<file path="config.mk">
export PLATFORM = sky130hd
export DESIGN_NAME = signed_int_to_decimal_ascii
export DESIGN_NICKNAME = d
export VERILOG_FILES = /design/src/hdl/sidta_pkg.sv /design/src/hdl/signed_int_to_decimal_ascii.sv
export VERILOG_INCLUDE_DIRS = /design/src /design/src/hdl
export SDC_FILE = /design/constraint.sdc
export NUM_CORES = 1
export LEC_CHECK = 0
export BUFFER_PORTS_ARGS = -buffer_cell sky130_fd_sc_hd__buf_2
export CORE_ASPECT_RATIO = 0.9
export CORE_MARGIN = 1
export CORE_UTILIZATION = 30
export DETAILED_ROUTE_END_ITERATION = 7
export SLEW_MARGIN = 20
export SYNTH_ARGS = -nofsm -noshare
export SYNTH_HDL_FRONTEND = slang
export SYNTH_SLANG_ARGS = --single-unit
</file>
<file path="constraint.sdc">
create_clock -name clk -period 4.4 [get_ports clk]
set_input_delay 0.88 -clock clk [delete_from_list [all_inputs] [get_ports clk]]
set_output_delay 0.88 -clock clk [all_outputs]
set_load 0.01 [all_outputs]
</file>
<file path="src/hdl/signed_int_to_decimal_ascii_assert.svh">
// Assertion macros shared by the RTL; each use sits on a line of its own.
`ifndef SIGNED_INT_TO_DECIMAL_ASCII_ASSERT_SVH
`define SIGNED_INT_TO_DECIMAL_ASCII_ASSERT_SVH

// Same-cycle implication, checked out of reset.
`define SIDTA_ASSERT_NOW(label, ante, cons, msg) \
  label: assert property (@(posedge clk) disable iff (rst) (ante) |-> (cons)) else $error(msg);

// Next-cycle implication, checked out of reset.
`define SIDTA_ASSERT_NEXT(label, ante, cons, msg) \
  label: assert property (@(posedge clk) disable iff (rst) (ante) |=> (cons)) else $error(msg);

`endif

</file>
<file path="src/hdl/sidta_pkg.sv">
package sidta_pkg;

  localparam int VALUE_W    = 32;
  localparam int CHAR_W     = 6;
  localparam int NUM_DIGITS = 10;
  localparam int BCD_W      = NUM_DIGITS * 4;
  localparam int BIT_CNT_W  = $clog2(VALUE_W);
  localparam int DIG_CNT_W  = $clog2(NUM_DIGITS + 1);

  localparam logic [CHAR_W-1:0] CHAR_ZERO  = 6'd48;
  localparam logic [CHAR_W-1:0] CHAR_NINE  = 6'd57;
  localparam logic [CHAR_W-1:0] CHAR_MINUS = 6'd45;

  typedef enum logic [2:0] {
    ST_IDLE,
    ST_CONV,
    ST_SKIP,
    ST_SIGN,
    ST_EMIT
  } state_t;

endpackage

</file>
<file path="src/hdl/signed_int_to_decimal_ascii.sv">
// Conversion: 32 double-dabble shifts from the accepted input beat, one bit per cycle,
// then leading zeros are skipped one per cycle before the first character is offered.
// The input is taken only when the previous text has been fully delivered.
// Reset: synchronous, active high; returns to idle and drops any run in progress.
`include "signed_int_to_decimal_ascii_assert.svh"

module signed_int_to_decimal_ascii (
  input  logic                                clk,
  input  logic                                rst,
  input  logic                                in_valid,
  output logic                                in_stall,
  input  logic signed [sidta_pkg::VALUE_W-1:0] value,
  output logic                                out_valid,
  input  logic                                out_stall,
  output logic        [sidta_pkg::CHAR_W-1:0]  char_code,
  output logic                                last
);

  sidta_pkg::state_t state, state_next;

  logic [sidta_pkg::VALUE_W-1:0]   bin, bin_next;
  logic [sidta_pkg::BCD_W-1:0]     bcd, bcd_next;
  logic [sidta_pkg::BCD_W-1:0]     bcd_adj;
  logic                            neg, neg_next;
  logic [sidta_pkg::BIT_CNT_W-1:0] bit_cnt, bit_cnt_next;
  logic [sidta_pkg::DIG_CNT_W-1:0] dig_cnt, dig_cnt_next;
  logic [3:0]                      top_digit;
  logic [sidta_pkg::VALUE_W-1:0]   raw;

  assign raw       = $unsigned(value);
  assign top_digit = bcd[sidta_pkg::BCD_W-1 -: 4];

  // add-3 correction, every BCD lane on its own
  always_comb begin
    for (int i = 0; i < sidta_pkg::NUM_DIGITS; i++) begin
      bcd_adj[i*4 +: 4] = (bcd[i*4 +: 4] >= 4'd5) ? bcd[i*4 +: 4] + 4'd3 : bcd[i*4 +: 4];
    end
  end

  always_ff @(posedge clk) begin
    if (rst) begin
      state   <= sidta_pkg::ST_IDLE;
      neg     <= 1'b0;
      bit_cnt <= '0;
      dig_cnt <= '0;
    end else begin
      state   <= state_next;
      neg     <= neg_next;
      bit_cnt <= bit_cnt_next;
      dig_cnt <= dig_cnt_next;
    end
  end

  always_ff @(posedge clk) begin
    bin <= bin_next;
    bcd <= bcd_next;
  end

  always_comb begin
    state_next   = state;
    bin_next     = bin;
    bcd_next     = bcd;
    neg_next     = neg;
    bit_cnt_next = bit_cnt;
    dig_cnt_next = dig_cnt;
    in_stall     = 1'b1;
    out_valid    = 1'b0;
    char_code    = sidta_pkg::CHAR_ZERO + {2'b00, top_digit};
    last         = 1'b0;

    unique case (state)
      sidta_pkg::ST_IDLE: begin
        in_stall = 1'b0;
        if (in_valid) begin
          // magnitude as unsigned, so the most negative value is fine
          bin_next     = raw[sidta_pkg::VALUE_W-1] ? (32'd0 - raw) : raw;
          neg_next     = raw[sidta_pkg::VALUE_W-1];
          bcd_next     = '0;
          bit_cnt_next = '0;
          state_next   = sidta_pkg::ST_CONV;
        end
      end
      sidta_pkg::ST_CONV: begin
        bcd_next     = {bcd_adj[sidta_pkg::BCD_W-2:0], bin[sidta_pkg::VALUE_W-1]};
        bin_next     = {bin[sidta_pkg::VALUE_W-2:0], 1'b0};
        bit_cnt_next = bit_cnt + 1'b1;
        if (bit_cnt == sidta_pkg::BIT_CNT_W'(sidta_pkg::VALUE_W - 1)) begin
          dig_cnt_next = sidta_pkg::DIG_CNT_W'(sidta_pkg::NUM_DIGITS);
          state_next   = sidta_pkg::ST_SKIP;
        end
      end
      sidta_pkg::ST_SKIP: begin
        // drop leading zeros, always keep the units digit
        if (top_digit == 4'd0 && dig_cnt > sidta_pkg::DIG_CNT_W'(1)) begin
          bcd_next     = {bcd[sidta_pkg::BCD_W-5:0], 4'd0};
          dig_cnt_next = dig_cnt - 1'b1;
        end else begin
          state_next = neg ? sidta_pkg::ST_SIGN : sidta_pkg::ST_EMIT;
        end
      end
      sidta_pkg::ST_SIGN: begin
        out_valid = 1'b1;
        char_code = sidta_pkg::CHAR_MINUS;
        if (!out_stall) begin
          state_next = sidta_pkg::ST_EMIT;
        end
      end
      sidta_pkg::ST_EMIT: begin
        out_valid = 1'b1;
        last      = (dig_cnt == sidta_pkg::DIG_CNT_W'(1));
        if (!out_stall) begin
          bcd_next     = {bcd[sidta_pkg::BCD_W-5:0], 4'd0};
          dig_cnt_next = dig_cnt - 1'b1;
          if (dig_cnt == sidta_pkg::DIG_CNT_W'(1)) begin
            state_next = sidta_pkg::ST_IDLE;
          end
        end
      end
      default: begin
        state_next = sidta_pkg::ST_IDLE;
      end
    endcase
  end

  `SIDTA_ASSERT_NOW(a_char_range, out_valid, (char_code == sidta_pkg::CHAR_MINUS) || (char_code >= sidta_pkg::CHAR_ZERO && char_code <= sidta_pkg::CHAR_NINE), "character outside digit and minus codes")
  `SIDTA_ASSERT_NOW(a_minus_not_last, out_valid && char_code == sidta_pkg::CHAR_MINUS, !last, "minus sign marked as last")
  `SIDTA_ASSERT_NOW(a_no_overlap, !in_stall, !out_valid, "input taken while a run is pending")
  `SIDTA_ASSERT_NEXT(a_accept_quiet, in_valid && !in_stall, !out_valid && in_stall, "output or input open right after accept")
  `SIDTA_ASSERT_NEXT(a_run_ends, out_valid && last && !out_stall, !out_valid && !in_stall, "run continues after last beat")

endmodule

</file>
==> results list, run 1 <==
- Post-synthesis compound-gate area fraction: 18.77%
- The clock arrives with 0.005217 ns of skew.
- For this run, design rule violations remaining after detail routing come to 0.
- Outcome: completed
- Final Hold Viols: 0
* Synthesized area: 0.005274 mm²
- The repair_antennas step left the layout with diodes totalling 0.
* Starting DRT DRC Count: 263
* Placed Area: 0.005712 mm²
* Final core utilization: 35.41%
* Chain of cells forming the critical path: o21ai_0 > inv_1 > buf_4 > or2_2
* Adder-cell share of the synthesized area: 5.931%
* IO Port Bufs: 43
- STA classifies the critical path endpoint as a register.
- For this configuration, the core starts out at a cell density of 30.91%.
- Antenna violation net count after detailed routing: 0
- In the post-synthesis netlist, the biggest area contributors are sky130_fd_sc_hd__edfxtp_1 41%, sky130_fd_sc_hd__o21ai_0 6.8%, sky130_fd_sc_hd__ha_1 5.9%.
- Synthesized instance count: 550
- Headroom to the max-slew limit: 30.08%
- Setup repair after global routing missed its margin: no
* Insertion delay of the later-clocked pin in the worst-skew pair: 0.34 ns
- CP top delay family: simple AND/OR/NAND/NOR gates
- After layout, the design draws a total of 0.002508 W.
- Summed over its instances, the top area cell type makes up 41.00% of the synthesized netlist area.
* Standard cell with the maximum stage delay on the critical path: sky130_fd_sc_hd__or2_2
- First drt pass iteration count: 5
* Synth cell types: 54
- Setup total negative slack on the finished layout was measured at 0 ns.
* Number of global-route vias before repair: 3832
- Global-route wire length before repair: 17970 µm
- No sink is reached through more buffers than the 2 on the longest clock path.
* Data arrival, critical path: 2.74 ns
* Static power due to leakage: 2.254 nW
- Site Rows: 45
* Transition time at the pin with the least slew margin: 1.049 ns
- Cell type contributing the most total cell area after synthesis: sky130_fd_sc_hd__edfxtp_1
- Count of flip-flops with a built-in enable after synthesis: 72
- Together, buffers and inverters on the worst path number 2.
- Clock root buffer: sky130_fd_sc_hd__clkbuf_16
- Clock period minus worst slack: 2.772 ns
- Grt total ovfl: 0
* Maximum level of the CTS H-tree: 3
- In the global route stage, overall resource usage came out at 12.43%.
* Startpoint type of the worst setup path: register
- Clock slew seen by the registers of the worst setup and hold paths: 0.06 ns
* # IOs: 45
- DIE AREA: 0.01811 mm²
- The min-delay analysis places its worst path in the category reg2reg.
* Total setup buffers inserted after CTS: 0
* Detailed Route WL: 10600 µm
* Combinational family with the most area after synthesis: compound AO/OA/AOI/OAI gates
- After synthesis, flip-flops and latches occupy 45.93% of the total area.
* Reported max-cap violation count: 0
* Biggest cell delay along the critical path: 0.86 ns
- Proportion of synthesized flip-flops having asynchronous set or reset: 0%
- TritonCTS built the clock tree.
- Measured along the x axis, the die boundary spans 141.8 µm.
- Fraction of final layout cells sized beyond drive strength 1: 12.61%
- Synthesized Nets: 611
- Number of antenna violations at the first check in global routing: 0
- VDD IR-drop max: 200.3 µV
* Number of gates resized after cts: 0
* Max FO, Critical Path: 40
- Fill cells in the final layout number 1744.
* Pin count of the biggest net entering global routing: 64
- The final layout contains 643 nets.
- The worst setup path is of the reg2reg kind.
* Total of warnings raised by yosys: 0
* Detailed Place HPWL: 7323 µm
* Count of endpoints failing setup in the final report: 0
* Post-synthesis simple-gate area fraction: 17.65%
- Synth Area in XOR/XNOR: 7.473%
- After detailed routing, the number of vias per cell comes to 4.880.
- After clock tree synthesis, the flow added hold-fix buffers numbering 0.
- Routability congestion estimate: 0.7733
- Crit share post-route: 63.01%
* Number of storage elements in the synthesis netlist: 85
- Pwr per Cell Area: 415.3 mW/mm²
- Die outline height: 127.8 µm
- Dividing the detail-routed wire length by the instance count gives 12.90 µm.
* Worst path required time: 4.37 ns
- For this run, the leading register cell type out of synthesis is sky130_fd_sc_hd__edfxtp_1.
- Sinks on Clock Net: 85
* Cts bufs inserted: 9
* Proportion of synthesized area in mux cells: 0.3796%
- Total count of max-transition violations in the final report: 0
- Routed vias: 4011
- The finished cells cover 0.006041 mm².
* Core area: 0.01706 mm²
- Compared with the post-synthesis result, the final layout area differs by 14.54%.
- After synthesis, the mean cell area works out to 9.589 µm².
* Peak clock frequency supported by timing: 360.7 MHz
[metal layers]
| metal | share of wire (%) | track usage (%) | vias up |
|---|---|---|---|
| met5 | 0 | 0 | - |
| met4 | 1.5 | 5.123 | 0 |
| met1 | 50 | 16.40 | 1873 |
| met3 | 4.1 | 2.465 | 11 |
| met2 | 45 | 19.94 | 82 |
| li1 | - | - | 2045 |
[report_power, final]
group / switching [W] / internal [W] / leakage (nW)
registers: 0.0000989 / 0.00105 / 0.855
logic: 0.000315 / 0.000213 / 1.24
clock network: 0.000318 / 0.000509 / 0.163
total: 0.000732 / 0.00178 / 2.25
[per-stage QoR]
step	instances	setup WS, ns	hold WS [ns]
CTS	822	1.590	0.4853
global placement	806	1.489	0.4623
detailed placement	806	1.427	0.4761
floorplan	550	1.590	0.4395
finish	822	1.628	0.4911
global route	822	1.367	0.5275
[cell type report]
| class | instances | area, µm² | share of cell area, % |
|---|---|---|---|
| multi-input cells | 413 | 2656 | 43.97 |
| well taps | 235 | 294.0 | 4.867 |
| flip-flops and latches | 85 | 2422 | 40.10 |
| repair buffers | 46 | 237.7 | 3.935 |
| clock buffers | 12 | 279.0 | 4.619 |
| inverters | 27 | 101.3 | 1.678 |
| clock inverters | 4 | 50.05 | 0.8285 |
[state kept, by name (all words and copies together) (netlist names)]
name,cells
state,3
bin,32
bcd,40
bit_cnt,5
neg,1
dig_cnt,4
[cell usage in the layout (no fill, tap or decap), types with 3 or more instances in the layout]
| cell type | n |
|---|---|
| sky130_fd_sc_hd__nand2_1 | 74 |
| sky130_fd_sc_hd__o21ai_0 | 72 |
| sky130_fd_sc_hd__edfxtp_1 | 72 |
| sky130_fd_sc_hd__buf_2 | 43 |
| sky130_fd_sc_hd__a21oi_1 | 37 |
| sky130_fd_sc_hd__xor2_1 | 34 |
| sky130_fd_sc_hd__nor2_1 | 33 |
| sky130_fd_sc_hd__inv_1 | 27 |
| sky130_fd_sc_hd__ha_1 | 25 |
| sky130_fd_sc_hd__nand2b_1 | 17 |
| sky130_fd_sc_hd__o31ai_1 | 17 |
| sky130_fd_sc_hd__nor3b_1 | 13 |
| sky130_fd_sc_hd__dfxtp_1 | 13 |
| sky130_fd_sc_hd__xnor2_1 | 11 |
| sky130_fd_sc_hd__clkbuf_16 | 11 |
| sky130_fd_sc_hd__a22o_1 | 8 |
| sky130_fd_sc_hd__o41ai_1 | 8 |
| sky130_fd_sc_hd__nor2b_1 | 7 |
| sky130_fd_sc_hd__o21ai_1 | 4 |
| sky130_fd_sc_hd__nand3_1 | 4 |
| sky130_fd_sc_hd__a22oi_1 | 3 |
| sky130_fd_sc_hd__nand3b_1 | 3 |
| sky130_fd_sc_hd__or3_1 | 3 |
| sky130_fd_sc_hd__or4_1 | 3 |
| sky130_fd_sc_hd__nor3_1 | 3 |
| sky130_fd_sc_hd__buf_4 | 3 |
[path summary, 6_finish.rpt]
kind	depth (start not counted)	to	from	slack, ns
worst min register to register	2	dig_cnt[3]	dig_cnt[3]	0.49
worst min-delay path	2	dig_cnt[3]	dig_cnt[3]	0.49
worst max register to register	4	bcd[16]	state[0]	1.63
worst max-delay path	4	bcd[16]	state[0]	1.63
[logic make-up (layout without fill, tap and decap cells)]
kind of cell,count (synthesis),in the layout
adder cells (fa/ha/maj),25,25
AO/OA/AOI/OAI,163,163
AND/OR/NAND/NOR,177,177
flip-flops,85,85
buffers and inverters,52,89
other,1,1
multiplexers,2,2
XOR/XNOR,45,45
[synthesized netlist by cell type, types with 2 or more instances]
cell and instances:
sky130_fd_sc_hd__o21ai_0 72, sky130_fd_sc_hd__a22o_1 8, sky130_fd_sc_hd__nor3_1 3, sky130_fd_sc_hd__o21ai_1 4, sky130_fd_sc_hd__dfxtp_1 13, sky130_fd_sc_hd__o31ai_1 17
sky130_fd_sc_hd__or4_1 3, sky130_fd_sc_hd__ha_1 25, sky130_fd_sc_hd__mux2i_1 2, sky130_fd_sc_hd__nor4_2 2, sky130_fd_sc_hd__nor4_1 2, sky130_fd_sc_hd__nand3b_1 3
sky130_fd_sc_hd__a22oi_1 3, sky130_fd_sc_hd__nor2b_1 7, sky130_fd_sc_hd__and3_1 2, sky130_fd_sc_hd__edfxtp_1 72, sky130_fd_sc_hd__and2_1 2, sky130_fd_sc_hd__buf_1 4
sky130_fd_sc_hd__nand2_1 74, sky130_fd_sc_hd__nand3_1 4, sky130_fd_sc_hd__nand2b_1 17, sky130_fd_sc_hd__nor3b_1 13, sky130_fd_sc_hd__xor2_1 34, sky130_fd_sc_hd__inv_1 27
sky130_fd_sc_hd__a2bb2oi_1 2, sky130_fd_sc_hd__nor2_1 33, sky130_fd_sc_hd__xnor2_1 11, sky130_fd_sc_hd__o41ai_1 8, sky130_fd_sc_hd__or3_1 3, sky130_fd_sc_hd__clkbuf_1 19
sky130_fd_sc_hd__a21oi_1 38
[worst register-to-register path: stages (launching register included)]
cell and delay [ns]:
sky130_fd_sc_hd__dfxtp_1 0.70, sky130_fd_sc_hd__o21ai_0 0.33, sky130_fd_sc_hd__inv_1 0.11, sky130_fd_sc_hd__buf_4 0.38, sky130_fd_sc_hd__or2_2 0.86
Power figures use the tool's default switching activity.
==> run 2: changes to the inputs <==
- clock period: 4.4 -> 2.32 ns (I/O delays scaled with it)
==> run 2 against run 1 <==
Compared with the run above: combinational power up 100%; first-iteration DRC count down 9.5%; clock-buffer cell count unchanged; register-to-register slack lost 1.4 ns; critical path depth grew 4; critical endpoint is now bcd[28]; largest power group unchanged; highest routed layer unchanged.
==> results list, run 2 (synthesized netlist as in run 1, its figures left out) <==
- Number of global-route vias before repair: 4063
- VDD IR-drop max: 365.9 µV
- Final core utilization: 35.79%
- For this run, the slowest stage of the critical path takes 0.44 ns.
* # IOs: 45
* Insertion delay of the later-clocked pin in the worst-skew pair: 0.34 ns
- Worst Setup Path Type: reg2reg
- The wire-length estimate of the detail-placed layout is 7557 µm.
- In this run the static leakage power is 2.285 nW.
* Detailed Route WL: 10630 µm
* Setup repair after global routing missed its margin: no
- GRT met2 Usage: 20.86%
- Pin count of the biggest net entering global routing: 55
* Max Buffers Root-to-Sink: 2
* Reported max-cap violation count: 0
- Final Skew: 0.004961 ns
- For this design, the sink count on the clock tree is 85.
* Fraction of final layout cells sized beyond drive strength 1: 13.78%
* Total count of max-transition violations in the final report: 0
* Total setup buffers inserted after CTS: 0
* Max FFs per register: 40
- Register containing the most flip-flops in the final layout: bcd
- The number of hold violations in the final report came to 0.
- Final design area excluding fillers: 0.006106 mm²
- In this run, post-CTS repair resized a total of 0 instances.
* Maximum level of the CTS H-tree: 3
- Met1 routing resource usage after global routing: 16.08%
- The first routing iteration left 238 violations.
- Routability congestion estimate: 0.7902
- Clock tree from TritonCTS: done
- The number of antenna diodes in the final layout is 0.
- At the end of the flow, the number of nets in the layout was 651.
- Gr usage total: 12.63%
- The flow ran to the end, and the final reports show no timing, DRC or antenna violations.
- After clock tree synthesis, the flow added hold-fix buffers numbering 0.
* Max FO, Critical Path: 14
- Setup violations remaining at the end of the flow were counted as 0.
- IO Port Bufs: 43
* Wire length per cell after detailed routing: 12.80 µm
* Horizontal extent of the die: 141.8 µm
* Number of remaining DRC errors: 0
- Placed Area: 0.005803 mm²
- Measured against its own limit, the worst slew margin works out to 61.91%.
- Leading registers by flop count: bcd: 40 flops, bin: 32 flops, bit_cnt: 5 flops
* Transition time at the pin with the least slew margin: 0.5714 ns
- Clock period minus worst slack: 2.136 ns
- Site Rows: 45
* Peak clock frequency supported by timing: 468.2 MHz
- After filler insertion, the fill cell instance count of the layout stands at 1722.
* Number of vias per cell after detailed routing: 4.905
- Number of antenna violations at the first check in global routing: 0
- Crit share post-route: 92.06%
- Global-route wire length before repair: 18480 µm
* Post-route setup TNS: 0 ns
- After global routing, the most crowded layer is met2.
* Startpoint type of the worst setup path: register
- Commonest cells after routing, fill and taps aside: 74 x sky130_fd_sc_hd__nand2_1, 72 x sky130_fd_sc_hd__edfxtp_1, 71 x sky130_fd_sc_hd__o21ai_0, 43 x sky130_fd_sc_hd__buf_2, 37 x sky130_fd_sc_hd__a21oi_1
* Standard cell with the maximum stage delay on the critical path: sky130_fd_sc_hd__o311ai_1
* Grt total ovfl: 0
* Clock root buffer: sky130_fd_sc_hd__clkbuf_16
- The die covers 0.01811 mm².
- Most common cell after layout, fill and taps aside: sky130_fd_sc_hd__nand2_1
* Tightest hold margin: 0.4774 ns
- Clock slew seen by the registers of the worst setup and hold paths: 0.06 ns
* Critical path buffer and inverter count: 2
- Cts bufs inserted: 9
- The first detailed-routing pass took 4 iterations.
- Hold crit path type: reg2reg
* Worst reg2reg setup slack: 0.18 ns
- Worst path required time: 2.41 ns
- CP top delay family: compound AO/OA/AOI/OAI gates
- The initial utilization of the core area, before any placement, comes to 30.91%.
* Data arrival, critical path: 2.23 ns
* Met3 capacity usage during global routing: 2.727%
* Critical Path Sink Type: register
* Core area: 0.01706 mm²
- Area overhead of the layout relative to synthesis: 15.78%
- Antenna violation net count after detailed routing: 0
* Routed vias: 4071
- The die is 127.8 µm tall.
* Chain of cells forming the critical path: inv_1 > ha_1 > nor2_1 > o311ai_1 > o22ai_1 > nor2b_1 > or2_4 > buf_4
- Pwr per Cell Area: 771.1 mW/mm²
run 2: metal layers:
metal,vias up,routed length [µm]
li1,2067,-
met1,1929,5254
met2,67,4874
met3,8,336
met4,0,161
met5,-,0
run 2: final cells by class:
cell class,count,area [µm²],area share (%)
clock buffer,12,257.7,4.221
clock inverter,4,45.04,0.7377
inverter,27,105.1,1.721
multi-input combinational,413,2659,43.55
sequential,85,2422,39.67
tap,235,294.0,4.816
timing repair buffer,54,322.8,5.287
run 2: report_power, final:
group | internal, W | leakage (nW) | total, W | switching, W
logic | 0.000433 | 1.28 | 0.00106 | 0.000622
registers | 0.00200 | 0.855 | 0.00217 | 0.000173
clock network | 0.000895 | 0.151 | 0.00148 | 0.000588
total | 0.00333 | 2.29 | 0.00471 | 0.00138
run 2: final timing paths:
check	startpoint	end	cells past startpoint
max	dig_cnt[0]	bcd[28]	8
min	bit_cnt[3]	bit_cnt[3]	1
max reg2reg	dig_cnt[0]	bcd[28]	8
min reg2reg	bit_cnt[3]	bit_cnt[3]	1
run 2: stage by stage:
step	cells	power [W]	setup WS [ns]
after global placement	814	0.003203	0.05054
after global routing	830	0.005004	0.02552
final	830	0.004709	0.1842
after detailed placement	814	0.003269	0.006487
after CTS	830	0.004765	0.1756
after floorplan	550	0.002929	0.05548
